<file path="src/rtl/jsu_pkg.sv">
// Shared types and constants for the JSON string unescape block.
// No dependencies; used by the front end, the queue, the serializer and the top level.
package jsu_pkg;

    localparam int GRP_MAX     = 4;
    localparam int QUEUE_DEPTH = 2;

    // Decoded bytes of one transaction: up to four bytes, a byte count, a close flag.
    typedef struct packed {
        logic [GRP_MAX-1:0][7:0] b;
        logic [2:0]              n;
        logic                    fin;
    } t_grp;

    typedef struct packed {
        logic full;
        logic empty;
    } t_q_stat;

endpackage

</file>
<file path="src/rtl/jsu_in_if.sv">
// Input channel of the JSON string unescape block: valid/ready plus kind and byte.
// Depends on nothing.
interface jsu_in_if;
    logic       valid;
    logic       ready;
    logic       kind;
    logic [7:0] in_byte;

    modport source (output valid, kind, in_byte, input ready);
    modport sink   (input valid, kind, in_byte, output ready);
endinterface

</file>
<file path="src/rtl/jsu_out_if.sv">
// Output channel of the JSON string unescape block: valid/ready plus decoded byte flags.
// Depends on nothing.
interface jsu_out_if;
    logic       valid;
    logic       ready;
    logic [7:0] out_byte;
    logic       has_byte;
    logic       last;
    logic       finished;

    modport source (output valid, out_byte, has_byte, last, finished, input ready);
    modport sink   (input valid, out_byte, has_byte, last, finished, output ready);
endinterface

</file>
<file path="src/rtl/jsu_front.sv">
// Front end: escape/hex/surrogate state machine, turns one input byte into a byte group.
// Depends on jsu_pkg.
module jsu_front (
    input  logic              i_clk,
    input  logic              i_rst_n,
    input  logic              i_accept,
    input  logic              i_kind,
    input  logic [7:0]        i_byte,
    output jsu_pkg::t_grp     o_grp
);
    localparam logic [2:0] M_AWAIT      = 3'd0;
    localparam logic [2:0] M_BODY       = 3'd1;
    localparam logic [2:0] M_ESC        = 3'd2;
    localparam logic [2:0] M_HEX        = 3'd3;
    localparam logic [2:0] M_AFTER_HIGH = 3'd4;
    localparam logic [2:0] M_HIGH_BS    = 3'd5;
    localparam logic [2:0] M_LOW_HEX    = 3'd6;

    localparam logic [7:0] CH_QUOTE = 8'h22;
    localparam logic [7:0] CH_BSL   = 8'h5C;
    localparam logic [7:0] CH_U     = 8'h75;

    localparam logic [15:0] SURR_HI_LO = 16'hD800;
    localparam logic [15:0] SURR_LO_LO = 16'hDC00;

    function automatic logic [3:0] hex_val(input logic [7:0] c);
        logic [3:0] v;
        v = 4'd0;
        if (c >= 8'h30 && c <= 8'h39) v = 4'(c - 8'h30);
        else if (c >= 8'h61 && c <= 8'h66) v = 4'(c - 8'h57);
        else if (c >= 8'h41 && c <= 8'h46) v = 4'(c - 8'h37);
        return v;
    endfunction

    function automatic logic [7:0] esc_char(input logic [7:0] c);
        logic [7:0] r;
        unique case (c)
            8'h6E:   r = 8'h0A;
            8'h74:   r = 8'h09;
            8'h72:   r = 8'h0D;
            8'h62:   r = 8'h08;
            8'h66:   r = 8'h0C;
            default: r = c;
        endcase
        return r;
    endfunction

    function automatic jsu_pkg::t_grp put_byte(input jsu_pkg::t_grp g, input logic [7:0] b);
        jsu_pkg::t_grp r;
        r = g;
        if (r.n < 3'(jsu_pkg::GRP_MAX)) begin
            r.b[r.n[1:0]] = b;
            r.n = r.n + 3'd1;
        end
        return r;
    endfunction

    function automatic jsu_pkg::t_grp utf8_enc(input logic [31:0] cp);
        jsu_pkg::t_grp g;
        g = '0;
        if (cp < 32'h80) begin
            g.b[0] = cp[7:0];
            g.n = 3'd1;
        end else if (cp < 32'h800) begin
            g.b[0] = 8'hC0 | cp[13:6];
            g.b[1] = 8'h80 | {2'b00, cp[5:0]};
            g.n = 3'd2;
        end else if (cp < 32'h10000) begin
            g.b[0] = 8'hE0 | cp[19:12];
            g.b[1] = 8'h80 | {2'b00, cp[11:6]};
            g.b[2] = 8'h80 | {2'b00, cp[5:0]};
            g.n = 3'd3;
        end else begin
            g.b[0] = 8'hF0 | cp[25:18];
            g.b[1] = 8'h80 | {2'b00, cp[17:12]};
            g.b[2] = 8'h80 | {2'b00, cp[11:6]};
            g.b[3] = 8'h80 | {2'b00, cp[5:0]};
            g.n = 3'd4;
        end
        return g;
    endfunction

    logic [2:0]    r_mode, n_mode;
    logic [15:0]   r_acc, n_acc;
    logic [2:0]    r_cnt, n_cnt;
    logic [15:0]   r_hh, n_hh;

    logic [15:0]   acc_sh;
    logic [15:0]   acc_v;
    logic [2:0]    cnt_inc;
    logic [31:0]   comb_cp;
    logic [31:0]   main_cp;
    jsu_pkg::t_grp enc_main;
    jsu_pkg::t_grp enc_hh;
    jsu_pkg::t_grp g;
    logic          do_body;
    logic          do_esc;

    assign acc_sh  = {r_acc[11:0], hex_val(i_byte)};
    assign acc_v   = i_kind ? r_acc : acc_sh;
    assign cnt_inc = r_cnt + 3'd1;
    assign comb_cp = 32'h10000 + (({16'b0, r_hh} - {16'b0, SURR_HI_LO}) << 10)
                     + ({16'b0, acc_v} - {16'b0, SURR_LO_LO});
    assign main_cp = (r_mode == M_LOW_HEX) ? comb_cp : {16'b0, acc_v};
    assign enc_main = utf8_enc(main_cp);
    assign enc_hh   = utf8_enc({16'b0, r_hh});

    always_comb begin
        n_mode  = r_mode;
        n_acc   = r_acc;
        n_cnt   = r_cnt;
        n_hh    = r_hh;
        g       = '0;
        do_body = 1'b0;
        do_esc  = 1'b0;
        if (i_kind) begin
            unique case (r_mode)
                M_ESC:        g = put_byte(g, CH_BSL);
                M_HEX:        g = enc_main;
                M_AFTER_HIGH: g = enc_hh;
                M_HIGH_BS:    g = put_byte(enc_hh, CH_BSL);
                M_LOW_HEX:    g = enc_main;
                default:      g = '0;
            endcase
            g.fin  = 1'b1;
            n_mode = M_AWAIT;
            n_acc  = '0;
            n_cnt  = '0;
        end else begin
            unique case (r_mode)
                M_BODY: do_body = 1'b1;
                M_ESC:  do_esc  = 1'b1;
                M_HEX, M_LOW_HEX: begin
                    n_acc = acc_sh;
                    n_cnt = cnt_inc;
                    if (cnt_inc[2]) begin
                        n_cnt = '0;
                        n_acc = '0;
                        if (r_mode == M_LOW_HEX) begin
                            g      = enc_main;
                            n_mode = M_BODY;
                        end else if (acc_sh >= SURR_HI_LO && acc_sh < SURR_LO_LO) begin
                            n_hh   = acc_sh;
                            n_mode = M_AFTER_HIGH;
                        end else begin
                            g      = enc_main;
                            n_mode = M_BODY;
                        end
                    end
                end
                M_AFTER_HIGH: begin
                    if (i_byte == CH_BSL) begin
                        n_mode = M_HIGH_BS;
                    end else begin
                        g       = enc_hh;
                        do_body = 1'b1;
                    end
                end
                M_HIGH_BS: begin
                    if (i_byte == CH_U) begin
                        n_mode = M_LOW_HEX;
                        n_acc  = '0;
                        n_cnt  = '0;
                    end else begin
                        g      = enc_hh;
                        do_esc = 1'b1;
                    end
                end
                default: begin
                    n_mode = M_BODY;
                    n_acc  = '0;
                    n_cnt  = '0;
                end
            endcase
            if (do_body) begin
                n_mode = M_BODY;
                if (i_byte == CH_QUOTE) begin
                    n_mode = M_AWAIT;
                    g.fin  = 1'b1;
                end else if (i_byte == CH_BSL) begin
                    n_mode = M_ESC;
                end else begin
                    g = put_byte(g, i_byte);
                end
            end
            if (do_esc) begin
                n_mode = M_BODY;
                if (i_byte == CH_U) begin
                    n_mode = M_HEX;
                    n_acc  = '0;
                    n_cnt  = '0;
                end else begin
                    g = put_byte(g, esc_char(i_byte));
                end
            end
        end
    end

    assign o_grp = g;

    always_ff @(posedge i_clk) begin
        if (!i_rst_n) begin
            r_mode <= M_AWAIT;
            r_acc  <= '0;
            r_cnt  <= '0;
            r_hh   <= '0;
        end else if (i_accept) begin
            r_mode <= n_mode;
            r_acc  <= n_acc;
            r_cnt  <= n_cnt;
            r_hh   <= n_hh;
        end
    end
endmodule

</file>
<file path="src/rtl/jsu_queue.sv">
// Small register FIFO of byte groups between the front end and the output serializer.
// Depends on jsu_pkg.
module jsu_queue #(
    parameter int DEPTH = jsu_pkg::QUEUE_DEPTH
) (
    input  logic              i_clk,
    input  logic              i_rst_n,
    input  logic              i_push,
    input  jsu_pkg::t_grp     i_grp,
    input  logic              i_pop,
    output jsu_pkg::t_grp     o_head,
    output jsu_pkg::t_q_stat  o_stat
);
    localparam int PTR_W = $clog2(DEPTH);
    localparam int CNT_W = $clog2(DEPTH + 1);
    localparam logic [PTR_W-1:0] PTR_LAST = PTR_W'(DEPTH - 1);
    localparam logic [CNT_W-1:0] CNT_FULL = CNT_W'(DEPTH);

    jsu_pkg::t_grp    r_mem [DEPTH];
    logic [PTR_W-1:0] r_wp, n_wp;
    logic [PTR_W-1:0] r_rp, n_rp;
    logic [CNT_W-1:0] r_cnt, n_cnt;

    always_comb begin
        n_wp  = r_wp;
        n_rp  = r_rp;
        n_cnt = r_cnt;
        if (i_push) n_wp = (r_wp == PTR_LAST) ? '0 : r_wp + 1'b1;
        if (i_pop)  n_rp = (r_rp == PTR_LAST) ? '0 : r_rp + 1'b1;
        if (i_push && !i_pop) n_cnt = r_cnt + 1'b1;
        else if (!i_push && i_pop) n_cnt = r_cnt - 1'b1;
    end

    always_ff @(posedge i_clk) begin
        if (!i_rst_n) begin
            r_wp  <= '0;
            r_rp  <= '0;
            r_cnt <= '0;
        end else begin
            r_wp  <= n_wp;
            r_rp  <= n_rp;
            r_cnt <= n_cnt;
        end
    end

    always_ff @(posedge i_clk) begin
        if (i_push) r_mem[r_wp] <= i_grp;
    end

    assign o_head       = r_mem[r_rp];
    assign o_stat.full  = (r_cnt == CNT_FULL);
    assign o_stat.empty = (r_cnt == '0);
endmodule

</file>
<file path="src/rtl/jsu_back.sv">
// Back end: walks the head byte group and emits one result per output transaction.
// Depends on jsu_pkg.
module jsu_back (
    input  logic              i_clk,
    input  logic              i_rst_n,
    input  jsu_pkg::t_grp     i_head,
    input  logic              i_avail,
    input  logic              i_take,
    output logic              o_pop,
    output logic [7:0]        o_byte,
    output logic              o_has_byte,
    output logic              o_last,
    output logic              o_finished
);
    logic [1:0] r_idx;
    logic [1:0] last_idx;

    assign last_idx   = (i_head.n == 3'd0) ? 2'd0 : 2'(i_head.n - 3'd1);
    assign o_has_byte = (i_head.n != 3'd0);
    assign o_byte     = o_has_byte ? i_head.b[r_idx] : 8'h00;
    assign o_last     = (r_idx == last_idx);
    assign o_finished = i_head.fin;
    assign o_pop      = i_avail && i_take && o_last;

    always_ff @(posedge i_clk) begin
        if (!i_rst_n) begin
            r_idx <= '0;
        end else if (i_avail && i_take) begin
            r_idx <= o_last ? 2'd0 : r_idx + 2'd1;
        end
    end
endmodule

</file>
<file path="src/rtl/json_string_unescape_utf8_top.sv">
// Top level of the JSON string unescape to UTF-8 block: front end, queue, serializer.
// Depends on jsu_pkg, jsu_in_if, jsu_out_if, jsu_front, jsu_queue, jsu_back.
//
//   channel  | modport | payload                               | moves on
//   i_src    | sink    | kind, in_byte                         | valid && ready
//   o_res    | source  | out_byte, has_byte, last, finished    | valid && ready
//
// An input transaction is decoded in the cycle it is accepted and its 0 to 4 result
// bytes are queued; the serializer sends one result per cycle from the queue head
// while the output is ready. Input rate is one per cycle while each item yields
// one result; longer groups hold the head and the input stalls when the queue fills.
// Synchronous active-low reset empties the queue and returns to await-opening-quote.
module json_string_unescape_utf8_top #(
    parameter int QUEUE_DEPTH = jsu_pkg::QUEUE_DEPTH
) (
    input  logic       i_clk,
    input  logic       i_rst_n,
    jsu_in_if.sink     i_src,
    jsu_out_if.source  o_res
);
    jsu_pkg::t_grp    grp;
    jsu_pkg::t_grp    head;
    jsu_pkg::t_q_stat q_stat;
    logic             accept;
    logic             pop;

    assign i_src.ready = i_rst_n && !q_stat.full;
    assign accept      = i_src.valid && i_src.ready;
    assign o_res.valid = i_rst_n && !q_stat.empty;

    jsu_front u_front (
        .i_clk    (i_clk),
        .i_rst_n  (i_rst_n),
        .i_accept (accept),
        .i_kind   (i_src.kind),
        .i_byte   (i_src.in_byte),
        .o_grp    (grp)
    );

    jsu_queue #(
        .DEPTH (QUEUE_DEPTH)
    ) u_queue (
        .i_clk   (i_clk),
        .i_rst_n (i_rst_n),
        .i_push  (accept),
        .i_grp   (grp),
        .i_pop   (pop),
        .o_head  (head),
        .o_stat  (q_stat)
    );

    jsu_back u_back (
        .i_clk      (i_clk),
        .i_rst_n    (i_rst_n),
        .i_head     (head),
        .i_avail    (o_res.valid),
        .i_take     (o_res.ready),
        .o_pop      (pop),
        .o_byte     (o_res.out_byte),
        .o_has_byte (o_res.has_byte),
        .o_last     (o_res.last),
        .o_finished (o_res.finished)
    );
endmodule

</file>
<file path="src/flat_wrapper.sv">
// flat-port wrapper written by rule: the top's interface ports become plain ports
module json_string_unescape_utf8_top_flat 
#(
    parameter int QUEUE_DEPTH = jsu_pkg::QUEUE_DEPTH
)
  (i_clk, i_rst_n, i_src_valid, i_src_kind, i_src_in_byte, i_src_ready, o_res_valid, o_res_out_byte, o_res_has_byte, o_res_last, o_res_finished, o_res_ready);
  jsu_in_if i_src_i ();
  jsu_out_if o_res_i ();
  input  logic i_clk;
  input  logic i_rst_n;
  input wire logic [$bits(i_src_i.valid)-1:0] i_src_valid;
  input wire logic [$bits(i_src_i.kind)-1:0] i_src_kind;
  input wire logic [$bits(i_src_i.in_byte)-1:0] i_src_in_byte;
  output wire logic [$bits(i_src_i.ready)-1:0] i_src_ready;
  output wire logic [$bits(o_res_i.valid)-1:0] o_res_valid;
  output wire logic [$bits(o_res_i.out_byte)-1:0] o_res_out_byte;
  output wire logic [$bits(o_res_i.has_byte)-1:0] o_res_has_byte;
  output wire logic [$bits(o_res_i.last)-1:0] o_res_last;
  output wire logic [$bits(o_res_i.finished)-1:0] o_res_finished;
  input wire logic [$bits(o_res_i.ready)-1:0] o_res_ready;
  assign i_src_i.valid = i_src_valid;
  assign i_src_i.kind = i_src_kind;
  assign i_src_i.in_byte = i_src_in_byte;
  assign i_src_ready = i_src_i.ready;
  assign o_res_valid = o_res_i.valid;
  assign o_res_out_byte = o_res_i.out_byte;
  assign o_res_has_byte = o_res_i.has_byte;
  assign o_res_last = o_res_i.last;
  assign o_res_finished = o_res_i.finished;
  assign o_res_i.ready = o_res_ready;
  json_string_unescape_utf8_top #(.QUEUE_DEPTH(QUEUE_DEPTH)) u_core (.i_clk(i_clk), .i_rst_n(i_rst_n), .i_src(i_src_i), .o_res(o_res_i));
endmodule
</file>
<file path="config.mk">
export PLATFORM = sky130hd
export DESIGN_NAME = json_string_unescape_utf8_top_flat
export DESIGN_NICKNAME = d
export VERILOG_FILES = /design/src/rtl/jsu_pkg.sv /design/src/rtl/jsu_in_if.sv /design/src/rtl/jsu_out_if.sv /design/src/rtl/jsu_front.sv /design/src/rtl/jsu_queue.sv /design/src/rtl/jsu_back.sv /design/src/rtl/json_string_unescape_utf8_top.sv /design/src/flat_wrapper.sv
export SDC_FILE = /design/constraint.sdc
export NUM_CORES = 1
export LEC_CHECK = 0
export BUFFER_PORTS_ARGS = -buffer_cell sky130_fd_sc_hd__buf_4
export CAP_MARGIN = 10
export CORE_ASPECT_RATIO = 0.5
export CORE_UTILIZATION = 30
export CTS_BUF_LIST = sky130_fd_sc_hd__clkbuf_4
export CTS_CLUSTER_DIAMETER = 50
export CTS_CLUSTER_SIZE = 20
export DETAILED_ROUTE_END_ITERATION = 8
export SLEW_MARGIN = 20
export SYNTH_ARGS = -nofsm -noshare
export SYNTH_HDL_FRONTEND = slang
export SYNTH_SLANG_ARGS = --single-unit
</file>
<file path="constraint.sdc">
create_clock -name i_clk -period 9.2 [get_ports i_clk]
set_input_delay 0.46 -clock i_clk [delete_from_list [all_inputs] [get_ports i_clk]]
set_output_delay 0.46 -clock i_clk [all_outputs]
set_load 0.03 [all_outputs]
</file>
==> results by group <==
Detailed routing
  – DR pass1 iterations: 8
  – Post-Route WL: 31.70 mm
  – Drt initial violations: 900
  – Vias per cell: 5.922
  – Number of routed nets with antenna violations: 0
  – Post-route DRC: 0
  – Via count: 8492
  – Average wire per standard cell: 22.10 um

Logic synthesis
  – Biggest area consumer among synthesized cells: edfxtp_1
  – Post-synthesis register bit count: 117
  – Sequential share of the synthesized area: 33.86%
  – Synth warnings: 0
  – Syn Area/Cell: 8.756 um^2
  – Net Count, Synth: 1098
  – Top cells by count, synth: nor2_1 (120), nand2_1 (108), a21oi_1 (76)
  – Post-synth top area share: 23.90%
  – Synth Cell Area: 9045 um^2
  – Synth unique cells: 82
  – Post-Synthesis Cells: 1033
  – Primary FF master, synth: edfxtp_1
  – Largest cells by area after synthesis: edfxtp_1 (24%), dfxtp_1 (10%), ha_1 (7.1%)
  – Most frequent cell after synthesis: nor2_1
  – Ys async rst share: 0%
  – EDFF count, synth: 72

Die
  – Die X: 247.6 um
  – Std-Cell Rows: 44
  – Placeable Area: 29340 um^2
  – Initial Util: 30.82%
  – IO Count: 26
  – Die area: 30890 um^2
  – DIE HEIGHT: 124.8 um

STA
  – Worst Tran Pin Value: 0.9587 ns
  – Hold_ws: 0.2473 ns
  – RSZ-0062 raised after global routing: false
  – Relative slew slack: 36.00%
  – Hold Fails Final Rpt: 0
  – Tmin final: 7.315 ns
  – Setup TNS: 0 ns
  – Clock skew: 0.02950 ns
  – Setup violations, final: 0
  – FMAX: 136.7 MHz
  – Fin. max-slew vios: 0
  – Final period utilization: 79.51%

Clock tree
  – CTS hold repair buffers: 0
  – Clock slew at reported path FFs: 0.13 ns
  – CTS root buffer: clkbuf_4
  – Clk_lat worst skew: 0.57 ns
  – # H-tree levels: 4
  – CTS Buffer Depth: 2
  – CTS buffer count: 17
  – TritonCTS clock tree: done
  – Post-CTS Setup Inserts: 0
  – CTS resizes: 0
  – CTS sink cnt: 117

GRT
  – Met3 Use GR: 3.641%
  – Pin count of the biggest net entering global routing: 60
  – GR Util met2: 30.05%
  – Gr usage total: 20.61%
  – Overflow after GRT: 0
  – Vias in the first global route: 7936
  – First-pass GRT wire length: 48.48 mm
  – Met1 GRT Util: 29.56%
  – Grt peak-use layer: met2
  – Initial antenna violation count: 1

Critical path
  – CP delay by family, top: compound AO/OA/AOI/OAI gates
  – Worst Path Buf+Inv: 3
  – Required time worst endpoint: 9.43 ns
  – Most used cell, CP: ha_1
  – Crit path from: u_core.u_front.r_acc[6]$_SDFFE_PN0P_
  – Largest fanout on the critical path: 13
  – WP data arrival: 7.55 ns
  – Reg-to-reg endpoint: u_core.u_queue.r_mem[0][23]$_DFFE_PP_
  – Crit. End Element: register
  – Type of element launching the critical path: register
  – CP max stage delay: 0.67 ns
  – Worst Path Class, Setup: register to register
  – R2R Setup Slk: 1.88 ns
  – Reg-to-reg startpoint: u_core.u_front.r_acc[6]$_SDFFE_PN0P_
  – Stages on worst setup path: 27
  – Max stage delay cell, worst path: nor2_1
  – Reg2Reg Depth: 27
  – Worst Setup EP: u_core.u_queue.r_mem[0][23]$_DFFE_PP_

Placed design
  – HPWL after detailed placement: 23.58 mm
  – Placed cells: 1400
  – Placer congestion estimate: 1.009
  – Placed cell areas: 9573 um^2
  – IO buf count: 25

Layout
  – Post-Layout Cell Count: 1434
  – P&R area growth vs syn: 9.891%
  – Filler Cells Inserted: 3001
  – Final #Nets: 1094
  – Cell area after layout: 9940 um^2
  – Layout cells sized above 1: 10.94%

Outcome
  – Outcome: completed

Power and ir drop
  – PD cells: 118.6 nW/um^2
  – VDD IR-drop max: 84.48 uV
  – Leak Pwr: 3.594 nW

Job
  – MaxCap Viol Count: 0

Hold path
  – Min-delay worst type: input pin to register
-- report_power, final --
group | leakage, nW | internal (W) | switching [W] | total (W)
Combinational | 2.37 | 0.0000469 | 0.0000873 | 0.000134
Sequential | 1.04 | 0.000569 | 0.00000638 | 0.000575
Clock | 0.184 | 0.000224 | 0.000245 | 0.000470
-- cell usage in the layout, fill, tap and decap left out, types with 6 or more instances in the layout --
cell type,instances
dfxtp_1,45
ha_1,51
and2_1,19
a211oi_1,12
a22oi_1,32
inv_1,30
buf_4,40
nand3_1,25
o211ai_1,11
edfxtp_1,72
xnor2_1,10
o22ai_1,12
o21a_1,9
nand2_1,108
o21ai_0,66
nor2_1,119
mux2i_1,39
o211a_1,7
o31ai_1,8
mux4_2,17
clkbuf_4,17
a31oi_1,15
xor2_1,11
nor2b_1,11
o221ai_1,6
nor3_1,22
a21oi_1,76
a221o_1,6
and3_1,8
a21o_1,7
a221oi_1,8
inv_6,6
-- sequential cells by signal, indices dropped and copies added, names as in the netlist, named ones only --
register,count
u_core.u_queue.r_mem,72
u_core.u_front.r_acc,16
u_core.u_queue.r_rp,1
u_core.u_queue.r_wp,1
u_core.u_front.r_cnt,3
u_core.u_queue.r_cnt,2
u_core.u_front.r_hh,16
u_core.u_back.r_idx,2
u_core.u_front.r_mode,3
-- through the flow --
step                      util (%)  total power (W)  setup slack [ns]
final                        33.87         0.001179             1.885
after global routing         33.87         0.001225             1.287
after CTS                    33.80         0.001185             1.969
after detailed placement     32.62        0.0007183             1.599
after global placement       32.61        0.0007157             1.788
after floorplan                  -        0.0006733             2.315
-- area by class of cell --
type	count	area (um^2)	area share, %
diodes	1	2.502	0.02518
clock buffers	17	127.6	1.284
clock inverters	15	216.5	2.178
inverters	31	116.4	1.171
multi-input cells	821	5604	56.38
flip-flops and latches	117	3063	30.82
well taps	391	489.2	4.922
repair buffers	41	320.3	3.223
-- logic make-up after synthesis --
logic type | synth area share (%)
buffers and inverters | 4.371
muxes | 9.171
DFF | 33.86
AOI/OAI and AO/OA | 24.84
adders and majority gates | 7.276
xor gates and xnor gates | 2.033
and+or+nand+nor | 18.44
-- worst min-delay path by stage --
| stage | startpoint | endpoint | slack, ns | cells after the start |
|---|---|---|---|---|
| 6_report | i_rst_n | u_core.u_queue.r_wp$_SDFFE_PN0P_ | 0.25 | 2 |
| 5_1_grt | i_rst_n | u_core.u_queue.r_wp$_SDFFE_PN0P_ | 0.20 | 2 |
| 4_1_cts | i_rst_n | u_core.u_queue.r_wp$_SDFFE_PN0P_ | 0.21 | 2 |
| 3_5_place_dp | u_core.u_front.r_cnt[2]$_SDFFE_PN0P_ | u_core.u_front.r_cnt[2]$_SDFFE_PN0P_ | 0.49 | 1 |
| 3_3_place_gp | u_core.u_front.r_cnt[2]$_SDFFE_PN0P_ | u_core.u_front.r_cnt[2]$_SDFFE_PN0P_ | 0.48 | 1 |
| 2_1_floorplan | u_core.u_front.r_cnt[1]$_SDFFE_PN0P_ | u_core.u_front.r_cnt[1]$_SDFFE_PN0P_ | 0.47 | 2 |
-- worst reg2reg max path: cells and delay by family, from the launching register on --
| kind | cells | cell delay, ns |
|---|---|---|
| buf+inv | 3 | 0.44 |
| flops | 1 | 0.39 |
| fa+ha+maj | 5 | 1.47 |
| mux | 2 | 0.54 |
| simple gates | 9 | 2.02 |
| compound gates | 8 | 2.14 |
-- metal layers --
metal	vias to the layer above	share of wire, %
li1	3906	-
met1	4146	46
met2	372	43
met3	68	8.1
met4	0	3.6
met5	-	0
(Power assumes the default switching activity.)
